--- src/rtl/lis_pkg.sv ---
// Package for the linear insertion sorter: sizes, state encoding and the
// command/status structs passed between controller and datapath.
// No dependencies.
`default_nettype none

package lis_pkg;

    // Number of cells in the sorted store.
    localparam int DEPTH  = 32;
    // Element width.
    localparam int DATA_W = 32;
    // Fill count must hold 0 to DEPTH inclusive.
    localparam int CNT_W  = $clog2(DEPTH + 1);

    // Controller states.
    typedef enum logic [0:0] {
        ST_LOAD,
        ST_DRAIN
    } t_state;

    // Commands from the controller to the datapath.
    typedef struct packed {
        logic insert;   // insert i_value into the cell row
        logic drain;    // shift the row down by one and emit cell 0
    } t_cmd;

    // Status from the datapath to the controller.
    typedef struct packed {
        logic last_one; // exactly one element left in the store
    } t_stat;

endpackage

`default_nettype wire

--- src/rtl/lis_ctrl.sv ---
// Controller of the linear insertion sorter: loads elements until the last
// flag, then drains the sorted row. Depends on lis_pkg.
`default_nettype none

module lis_ctrl (
    input  wire logic          i_clk,
    input  wire logic          i_rst_n,
    input  wire logic          i_start,
    input  wire logic          i_last,
    input  wire lis_pkg::t_stat i_stat,
    output lis_pkg::t_cmd      o_cmd,
    output logic               o_busy
);

    lis_pkg::t_state r_state;
    lis_pkg::t_state n_state;

    // State register.
    always_ff @(posedge i_clk) begin
        if (!i_rst_n) begin
            r_state <= lis_pkg::ST_LOAD;
        end else begin
            r_state <= n_state;
        end
    end

    // Next state: a transaction with the last flag starts the drain, which
    // ends after the final element leaves the store.
    always_comb begin
        n_state = r_state;
        case (r_state)
            lis_pkg::ST_LOAD: begin
                if (i_start && i_last) begin
                    n_state = lis_pkg::ST_DRAIN;
                end
            end
            lis_pkg::ST_DRAIN: begin
                if (i_stat.last_one) begin
                    n_state = lis_pkg::ST_LOAD;
                end
            end
            default: begin
                n_state = lis_pkg::ST_LOAD;
            end
        endcase
    end

    // Outputs: commands to the datapath and the busy flag.
    always_comb begin
        o_cmd.insert = 1'b0;
        o_cmd.drain  = 1'b0;
        o_busy       = 1'b0;
        case (r_state)
            lis_pkg::ST_LOAD: begin
                o_cmd.insert = i_start;
            end
            lis_pkg::ST_DRAIN: begin
                o_cmd.drain = 1'b1;
                o_busy      = 1'b1;
            end
            default: begin
                o_busy = 1'b0;
            end
        endcase
    end

endmodule

`default_nettype wire

--- src/rtl/lis_dp.sv ---
// Datapath of the linear insertion sorter: a row of compare-and-shift cells,
// the fill count and the overflow flag. Depends on lis_pkg.
`default_nettype none

module lis_dp (
    input  wire logic                        i_clk,
    input  wire logic                        i_rst_n,
    input  wire lis_pkg::t_cmd               i_cmd,
    input  wire logic signed [lis_pkg::DATA_W-1:0] i_value,
    output lis_pkg::t_stat                   o_stat,
    output logic signed [lis_pkg::DATA_W-1:0] o_value_res,
    output logic                             o_last_res,
    output logic                             o_overflow
);

    logic signed [lis_pkg::DATA_W-1:0] r_cell [lis_pkg::DEPTH];
    logic signed [lis_pkg::DATA_W-1:0] n_cell [lis_pkg::DEPTH];
    logic [lis_pkg::CNT_W-1:0]         r_count;
    logic [lis_pkg::CNT_W-1:0]         n_count;
    logic                              r_ovf;
    logic                              n_ovf;
    logic [lis_pkg::DEPTH-1:0]         w_gt;
    logic                              w_full;

    assign w_full = (r_count == lis_pkg::CNT_W'(lis_pkg::DEPTH));

    // Each occupied cell compares its element with the new one. Equal values
    // do not move, so a new element lands after its equals.
    always_comb begin
        for (int i = 0; i < lis_pkg::DEPTH; i++) begin
            w_gt[i] = (lis_pkg::CNT_W'(i) < r_count) && (r_cell[i] > i_value);
        end
    end

    // Cell update: a cell holding a greater element, or the first empty
    // cell, takes its lower neighbor if that one moves up, else the new
    // element. During the drain every cell but the last takes its upper neighbor.
    always_comb begin
        for (int i = 0; i < lis_pkg::DEPTH; i++) begin
            n_cell[i] = r_cell[i];
            if (i_cmd.drain) begin
                if (i < lis_pkg::DEPTH - 1) begin
                    n_cell[i] = r_cell[(i + 1) % lis_pkg::DEPTH];
                end
            end else if (i_cmd.insert && !w_full &&
                         (w_gt[i] || (lis_pkg::CNT_W'(i) == r_count))) begin
                if ((i > 0) && w_gt[(i + lis_pkg::DEPTH - 1) % lis_pkg::DEPTH]) begin
                    n_cell[i] = r_cell[(i + lis_pkg::DEPTH - 1) % lis_pkg::DEPTH];
                end else begin
                    n_cell[i] = i_value;
                end
            end
        end
    end

    // Fill count and overflow flag.
    always_comb begin
        n_count = r_count;
        n_ovf   = r_ovf;
        if (i_cmd.drain) begin
            n_count = r_count - lis_pkg::CNT_W'(1);
            if (o_stat.last_one) begin
                n_ovf = 1'b0;
            end
        end else if (i_cmd.insert) begin
            if (w_full) begin
                n_ovf = 1'b1;
            end else begin
                n_count = r_count + lis_pkg::CNT_W'(1);
            end
        end
    end

    // Cell row: payload, no reset.
    always_ff @(posedge i_clk) begin
        for (int i = 0; i < lis_pkg::DEPTH; i++) begin
            r_cell[i] <= n_cell[i];
        end
    end

    // Control registers.
    always_ff @(posedge i_clk) begin
        if (!i_rst_n) begin
            r_count <= '0;
            r_ovf   <= 1'b0;
        end else begin
            r_count <= n_count;
            r_ovf   <= n_ovf;
        end
    end

    // Results come straight from cell 0 and the registered flags.
    assign o_stat.last_one = (r_count == lis_pkg::CNT_W'(1));
    assign o_value_res     = r_cell[0];
    assign o_last_res      = o_stat.last_one;
    assign o_overflow      = r_ovf;

endmodule

`default_nettype wire

--- src/rtl/linear_insertion_sorter.sv ---
// Top level of the linear insertion sorter: joins the controller and the
// cell-row datapath. Depends on lis_pkg, lis_ctrl and lis_dp.
//
//  channel  | handshake          | payload
//  ---------+--------------------+-----------------------------------------
//  input    | start, busy        | i_value (signed 32), i_last
//  result   | o_valid (strobe)   | o_value_res (signed 32), o_last_res,
//           |                    | o_overflow
//
// An element is taken in every cycle with start high and busy low; the cell
// row compares and shifts combinationally, so loading runs at one element a
// cycle. After the element with the last flag, busy is high until every held
// element has left, and one result is strobed per cycle in ascending order.
// Reset empties the store and clears the overflow flag.
// The receiver cannot stall: each result is shown for exactly one cycle.
`default_nettype none

module linear_insertion_sorter (
    input  wire logic                               i_clk,
    input  wire logic                               i_rst_n,
    input  wire logic                               start,
    output logic                                    busy,
    input  wire logic signed [lis_pkg::DATA_W-1:0]  i_value,
    input  wire logic                               i_last,
    output logic                                    o_valid,
    output logic signed [lis_pkg::DATA_W-1:0]       o_value_res,
    output logic                                    o_last_res,
    output logic                                    o_overflow
);

    lis_pkg::t_cmd  w_cmd;
    lis_pkg::t_stat w_stat;

    // Sequencing of load and drain.
    lis_ctrl u_ctrl (
        .i_clk   (i_clk),
        .i_rst_n (i_rst_n),
        .i_start (start),
        .i_last  (i_last),
        .i_stat  (w_stat),
        .o_cmd   (w_cmd),
        .o_busy  (busy)
    );

    // Sorted cell row.
    lis_dp u_dp (
        .i_clk       (i_clk),
        .i_rst_n     (i_rst_n),
        .i_cmd       (w_cmd),
        .i_value     (i_value),
        .o_stat      (w_stat),
        .o_value_res (o_value_res),
        .o_last_res  (o_last_res),
        .o_overflow  (o_overflow)
    );

    // A result is shown in every drain cycle.
    assign o_valid = w_cmd.drain;

endmodule

`default_nettype wire

--- config.mk ---
export PLATFORM = sky130hd
export DESIGN_NAME = linear_insertion_sorter
export DESIGN_NICKNAME = d
export VERILOG_FILES = /design/src/rtl/lis_pkg.sv /design/src/rtl/lis_ctrl.sv /design/src/rtl/lis_dp.sv /design/src/rtl/linear_insertion_sorter.sv
export SDC_FILE = /design/constraint.sdc
export NUM_CORES = 2
export LEC_CHECK = 0
export BUFFER_PORTS_ARGS = -buffer_cell sky130_fd_sc_hd__buf_2
export CAP_MARGIN = 20
export CORE_MARGIN = 5
export CORE_UTILIZATION = 35
export DETAILED_ROUTE_END_ITERATION = 7
export MAX_ROUTING_LAYER = met4
export PLACE_DENSITY = 0.59
export SETUP_SLACK_MARGIN = 0.2
export SYNTH_ARGS = -nofsm -noshare
export SYNTH_HDL_FRONTEND = slang
export SYNTH_SLANG_ARGS = --single-unit
--- constraint.sdc ---
create_clock -name i_clk -period 5.5 [get_ports i_clk]
set_input_delay 0.275 -clock i_clk [delete_from_list [all_inputs] [get_ports i_clk]]
set_output_delay 0.275 -clock i_clk [all_outputs]
set_load 0.02 [all_outputs]
Word level (Yosys, flattened, before mapping)
Memory sizes are Yosys's and may differ from the RTL's.
Index checks and enable logic that the tools add are counted.
- muxes and demuxes: 107
- equality and inequality tests: 35
- reduce and logical (&&, ||, !) cells: 104
- bitwise logic cells: 1
- add/subtract/negate cells: 2
- order comparisons: 64
- operators by type and width (kind ; number):
    $mux 32 ; 95
    $gt 32x32->1 ; 32
    $eq 5x6->1 const A ; 16
    $lt 5x6->1 const A ; 16
    $logic_and 1x1->1 ; 66
    $eq 4x6->1 const A ; 8
    $lt 4x6->1 const A ; 8
    $logic_or 1x1->1 ; 32
    $eq 3x6->1 const A ; 4
    $lt 3x6->1 const A ; 4
    $mux 6 ; 3
    $eq 2x6->1 const A ; 2
    $lt 1x6->1 const A ; 2
    $lt 2x6->1 const A ; 2
    $mux 1 ; 8
    $add 6x1->6 const B ; 1
    $eq 1x6->1 const A ; 1
    $eq 6x1->1 const B ; 1
    $eq 6x6->1 const B ; 1
    $logic_not 6->1 ; 1
    $sub 6x1->6 const B ; 1
    $reduce_bool 2->1 ; 2
    $reduce_and 3->1 ; 1
    $ne 2x1->1 const B ; 1
    other kinds (5) ; 5
- output and inout bits: 36
- memory bits (writable): 1024
- memories kept: 1
- register bits after elaboration: 8
- memory list (name ; depth ; bits a word ; rd ports ; clocked after memory_dff ; write ports ; RTL line ; text):
    u_dp.r_cell ; 32 ; 32 ; 32 ; 0 ; 32 ; lis_dp.sv:16 ; logic signed [lis_pkg::DATA_W-1:0] r_cell [lis_pkg::DEPTH];

Longest topological paths before layout
- depth after elaboration: 6
- depth in mapped cells: 13
- mapped depth without buffers: 10

Hierarchy
From an unflattened synthesis, not the netlist that was laid out.
- cell total of the unflattened synthesis: 7235
- area total of the unflattened synthesis: 77122.7 um^2
- by module, submodules not included (module ; cells an instance ; area each (um^2) ; times used):
    lis_dp ; 7230 ; 77068.9 ; 1
    lis_ctrl ; 5 ; 53.8 ; 1

Worst setup path before layout
OpenSTA, ideal clock, no wires.
- path kind: input-to-reg
- start point: input port i_value[31] (netlist name)
- end point: memory u_dp.r_cell[0][448] (netlist name) (enable)
- data arrival time: 5.364 ns
- data required time: 5.034 ns
- path buffers: 3
- library setup time: 0.466 ns
- stages: 11
- slack: -0.330 ns
- cell sequence: clkbuf_1 -> inv_1 -> ha_1 -> nand4_1 -> nor4_1 -> or3b_1 -> nand3_1 -> mux2_2 -> buf_2 -> buf_2 -> o21ai_0
- RTL lines (what ; RTL line ; text):
    start, declared ; linear_insertion_sorter.sv:23 ; input wire logic signed [lis_pkg::DATA_W-1:0] i_value,
    end, declared ; lis_dp.sv:16 ;

==> flow_metrics.env <==
export IMPL_critical_path_most_common_cell="buf_4"
export IMPL_slew_headroom_pct=20.25
export IMPL_synth_xor_area_share_pct=0.06908
export IMPL_placed_cells=9694
export IMPL_synth_area_mux_share_pct=2.712
export IMPL_cts_buffer_depth=3
export IMPL_clkSinkCount=1032
export IMPL_synth_area_per_cell_um2=10.75
export IMPL_io_pins=72
export IMPL_max_freq_mhz=213.0
export IMPL_ant_nets=0
export IMPL_crit_fanout=32
export IMPL_yosys_area_share_adder_pct=16.91
export IMPL_grt_pass1_wl_um=392600
export IMPL_nets=8033
export IMPL_fin_worst_skew_ps=34.12
export IMPL_grt_most_used_layer="met2"
export IMPL_async_flop_share_pct=0
export IMPL_viasPerCell=6.314
export IMPL_area_growth_syn_to_layout_pct=10.70
export IMPL_synth_distinct_cells=77
export IMPL_drtIter0Drc=6083
export IMPL_coreArea_um2=216700
export IMPL_gr_usage_all_layers_pct=22.97
export IMPL_clk_pin_slew_worst_paths_ps=70
export IMPL_routed_wl_um=267900
export IMPL_numCtsBuffers=117
export IMPL_clk_latency_ps=770
export IMPL_die_area_um2=226800
export IMPL_hold_path_class="input port to register"
export IMPL_path_cells="dlygate4sd3_1 -> buf_2 -> inv_1 -> buf_4 -> ha_1 -> nand4_1 -> nor4_1 -> a21boi_0 -> o31ai_1 -> and4b_1 -> a211o_2 -> o31a_1 -> o21bai_4 -> buf_4"
export IMPL_cts_tree="yes"
export IMPL_num_rows=171
export IMPL_leakage_uw=0.03082
export IMPL_postCtsSetupBuffers=0
export IMPL_grt_pass1_vias=60730
export IMPL_io_buffers=71
export IMPL_fin_cells=9931
export IMPL_place_area_um2=80450
export IMPL_gp_congestion=0.9985
export IMPL_fin_area_um2=84210
export IMPL_outcome="complete, no violations"
export IMPL_mostFrequentLayoutCells="1028 x ha_1, 1024 x edfxtp_1, 633 x nand2_1, 551 x a221o_1, 451 x nor3b_1"
export IMPL_grt_max_degree=174
export IMPL_initial_utilization_pct=35.10
export IMPL_criticalPathCategory="input port to register"
export IMPL_end_kind="register"
export IMPL_postSynthNetCount=8143
export IMPL_synth_seq_cells=1032
export IMPL_worstSetupStartpointType="input port"
export IMPL_layout_commonest_cell="ha_1"
export IMPL_synthSimpleGateAreaFrac_pct=16.33
export IMPL_groute_layer_met3_usage_pct=3.371
export IMPL_post_route_util_pct=38.85
export IMPL_cp_slowest_stage_delay_ps=810
export IMPL_worst_path_buf_inv=5
export IMPL_final_layout_size_suffix_gt1_share_pct=9.527
export IMPL_hold_ws_ps=109.9
export IMPL_syn_inst=7079
export IMPL_worst_ep_arrival_time_ps=5090
export IMPL_synth_seq_area_share_pct=40.63
export IMPL_gr_usage_met1_pct=30.82
export IMPL_synth_edf_count=1024
export IMPL_die_h_um=476.2
export IMPL_period_minus_slack_ps=4695
export IMPL_grt_use_met2_pct=35.49
export IMPL_cap_violations=0
export IMPL_rsz0062_at_grt="no"
export IMPL_cp_top_family="buffers and inverters"
export IMPL_vias=62710
export IMPL_ys_warn_count=0
export IMPL_power_uw=25560
export IMPL_synth_top_family_by_area="compound AO/OA/AOI/OAI gates"
export IMPL_drv_slew=0
export IMPL_antenna_found_initial=20
export IMPL_hold_violations=0
export IMPL_period_share_pct=85.36
export IMPL_drc_errors=0
export IMPL_root_buffer="clkbuf_16"
export IMPL_tightest_slew_ps=1195
export IMPL_critPathSlowestCell="nor4_1"
export IMPL_crit_required_ps=5890
export IMPL_powerDensity_nw_per_um2=303.6
export IMPL_dp_hpwl_um=203500
export IMPL_setup_viol=0
export IMPL_synth_compound_area_share_pct=19.43
export IMPL_ir_worst_vdd_v=0.0002740
export IMPL_synth_area_um2=76070
export IMPL_drt_first_pass_iters=6
export IMPL_die_w_um=476.2
export IMPL_grt_ovfl_total=0
export IMPL_wl_per_cell_um=26.98
export IMPL_yosys_most_used_dff="edfxtp_1"
export IMPL_cts_htree_levels=3
## state kept, by name (all words and copies together), names as in the netlist
name and cells:
u_dp.r_cell 1024, u_dp.r_count 6, u_ctrl.r_state 1, u_dp.o_overflow 1
## power breakdown
part	switching [µW]	total [µW]	leakage, µW	internal (µW)
clock network	3560	7770	0.00176	4210
registers	874	10900	0.00962	10000
logic	4280	6920	0.0194	2650
## routing by layer
metal  part of all wire (%)  routed length, µm
met1                     44             118200
met2                     45             120300
met3                    7.3              19510
met4                    3.7               9936
met5                      0                  0
## layout make-up
class | instances | area (µm²)
timing repair buffer | 353 | 2969
sequential | 1032 | 30910
multi-input combinational | 5342 | 42680
inverter | 123 | 461.7
tap | 2854 | 3571
clock buffer | 139 | 3053
clock inverter | 75 | 525.5
fill | 20880 | 132500
antenna | 13 | 32.53
## stage by stage
step                      setup WS, ps  setup TNS (ps)
after detailed placement         41.08               0
after global placement          -34.23           -1012
after CTS                        807.3               0
after floorplan                  411.2               0
after global routing             794.4               0
final                            805.1               0
## cells in the mapped netlist (all sizes together) (31+ instances only)
master | count | area, µm²
nor3 | 49 | 245.2
nand3b | 128 | 960.9
nand3 | 71 | 355.3
inv | 123 | 461.7
edfxtp | 1024 | 30750
mux2i | 169 | 1692
nor2 | 105 | 394.1
nand4b | 64 | 560.5
and2 | 75 | 469.2
and4b | 34 | 340.3
nor2b | 113 | 706.9
nand4 | 191 | 1195
nand2 | 633 | 2376
a22o | 31 | 271.5
ha | 1028 | 12860
nor3b | 471 | 3636
nand2b | 53 | 331.6
a221o | 553 | 5535
buf | 183 | 1018
a22oi | 73 | 548.0
o21ai | 318 | 1592
clkbuf | 399 | 1498
mux2 | 33 | 371.6
a21oi | 413 | 2071
o211ai | 261 | 1959
nor4 | 43 | 281.5
a21o | 147 | 1104
## what timing repair did
item | in CTS | in global routing
endpoints found under the hold margin | 9 | 0
resized for setup | 0 | 0
hold buffers | 4 | 0
## logic make-up after synthesis
group	after synthesis
buffers and inverters	705
flip-flops	1032
AO/OA/AOI/OAI	2002
adder cells (fa/ha/maj)	1028
multiplexers	202
AND/OR/NAND/NOR	2104
XOR/XNOR	6
## final timing paths
path | to | startpoint | slack, ps | cells after the start
min reg2reg | u_dp.o_overflow | u_dp.o_overflow | 540 | 2
max | u_dp.r_cell[0][311] | i_value[8] | 810 | 14
max reg2reg | u_dp.r_cell[0][311] | u_dp.r_cell[0][302] | 1030 | 10
min | u_dp.r_cell[0][285] | i_value[29] | 110 | 3
## tightest hold or removal path: cells and delay by family
family | cells | cell delay, ps
buffers and inverters | 2 | 310
AO/OA/AOI/OAI | 1 | 180
(Power assumes the default switching activity.)
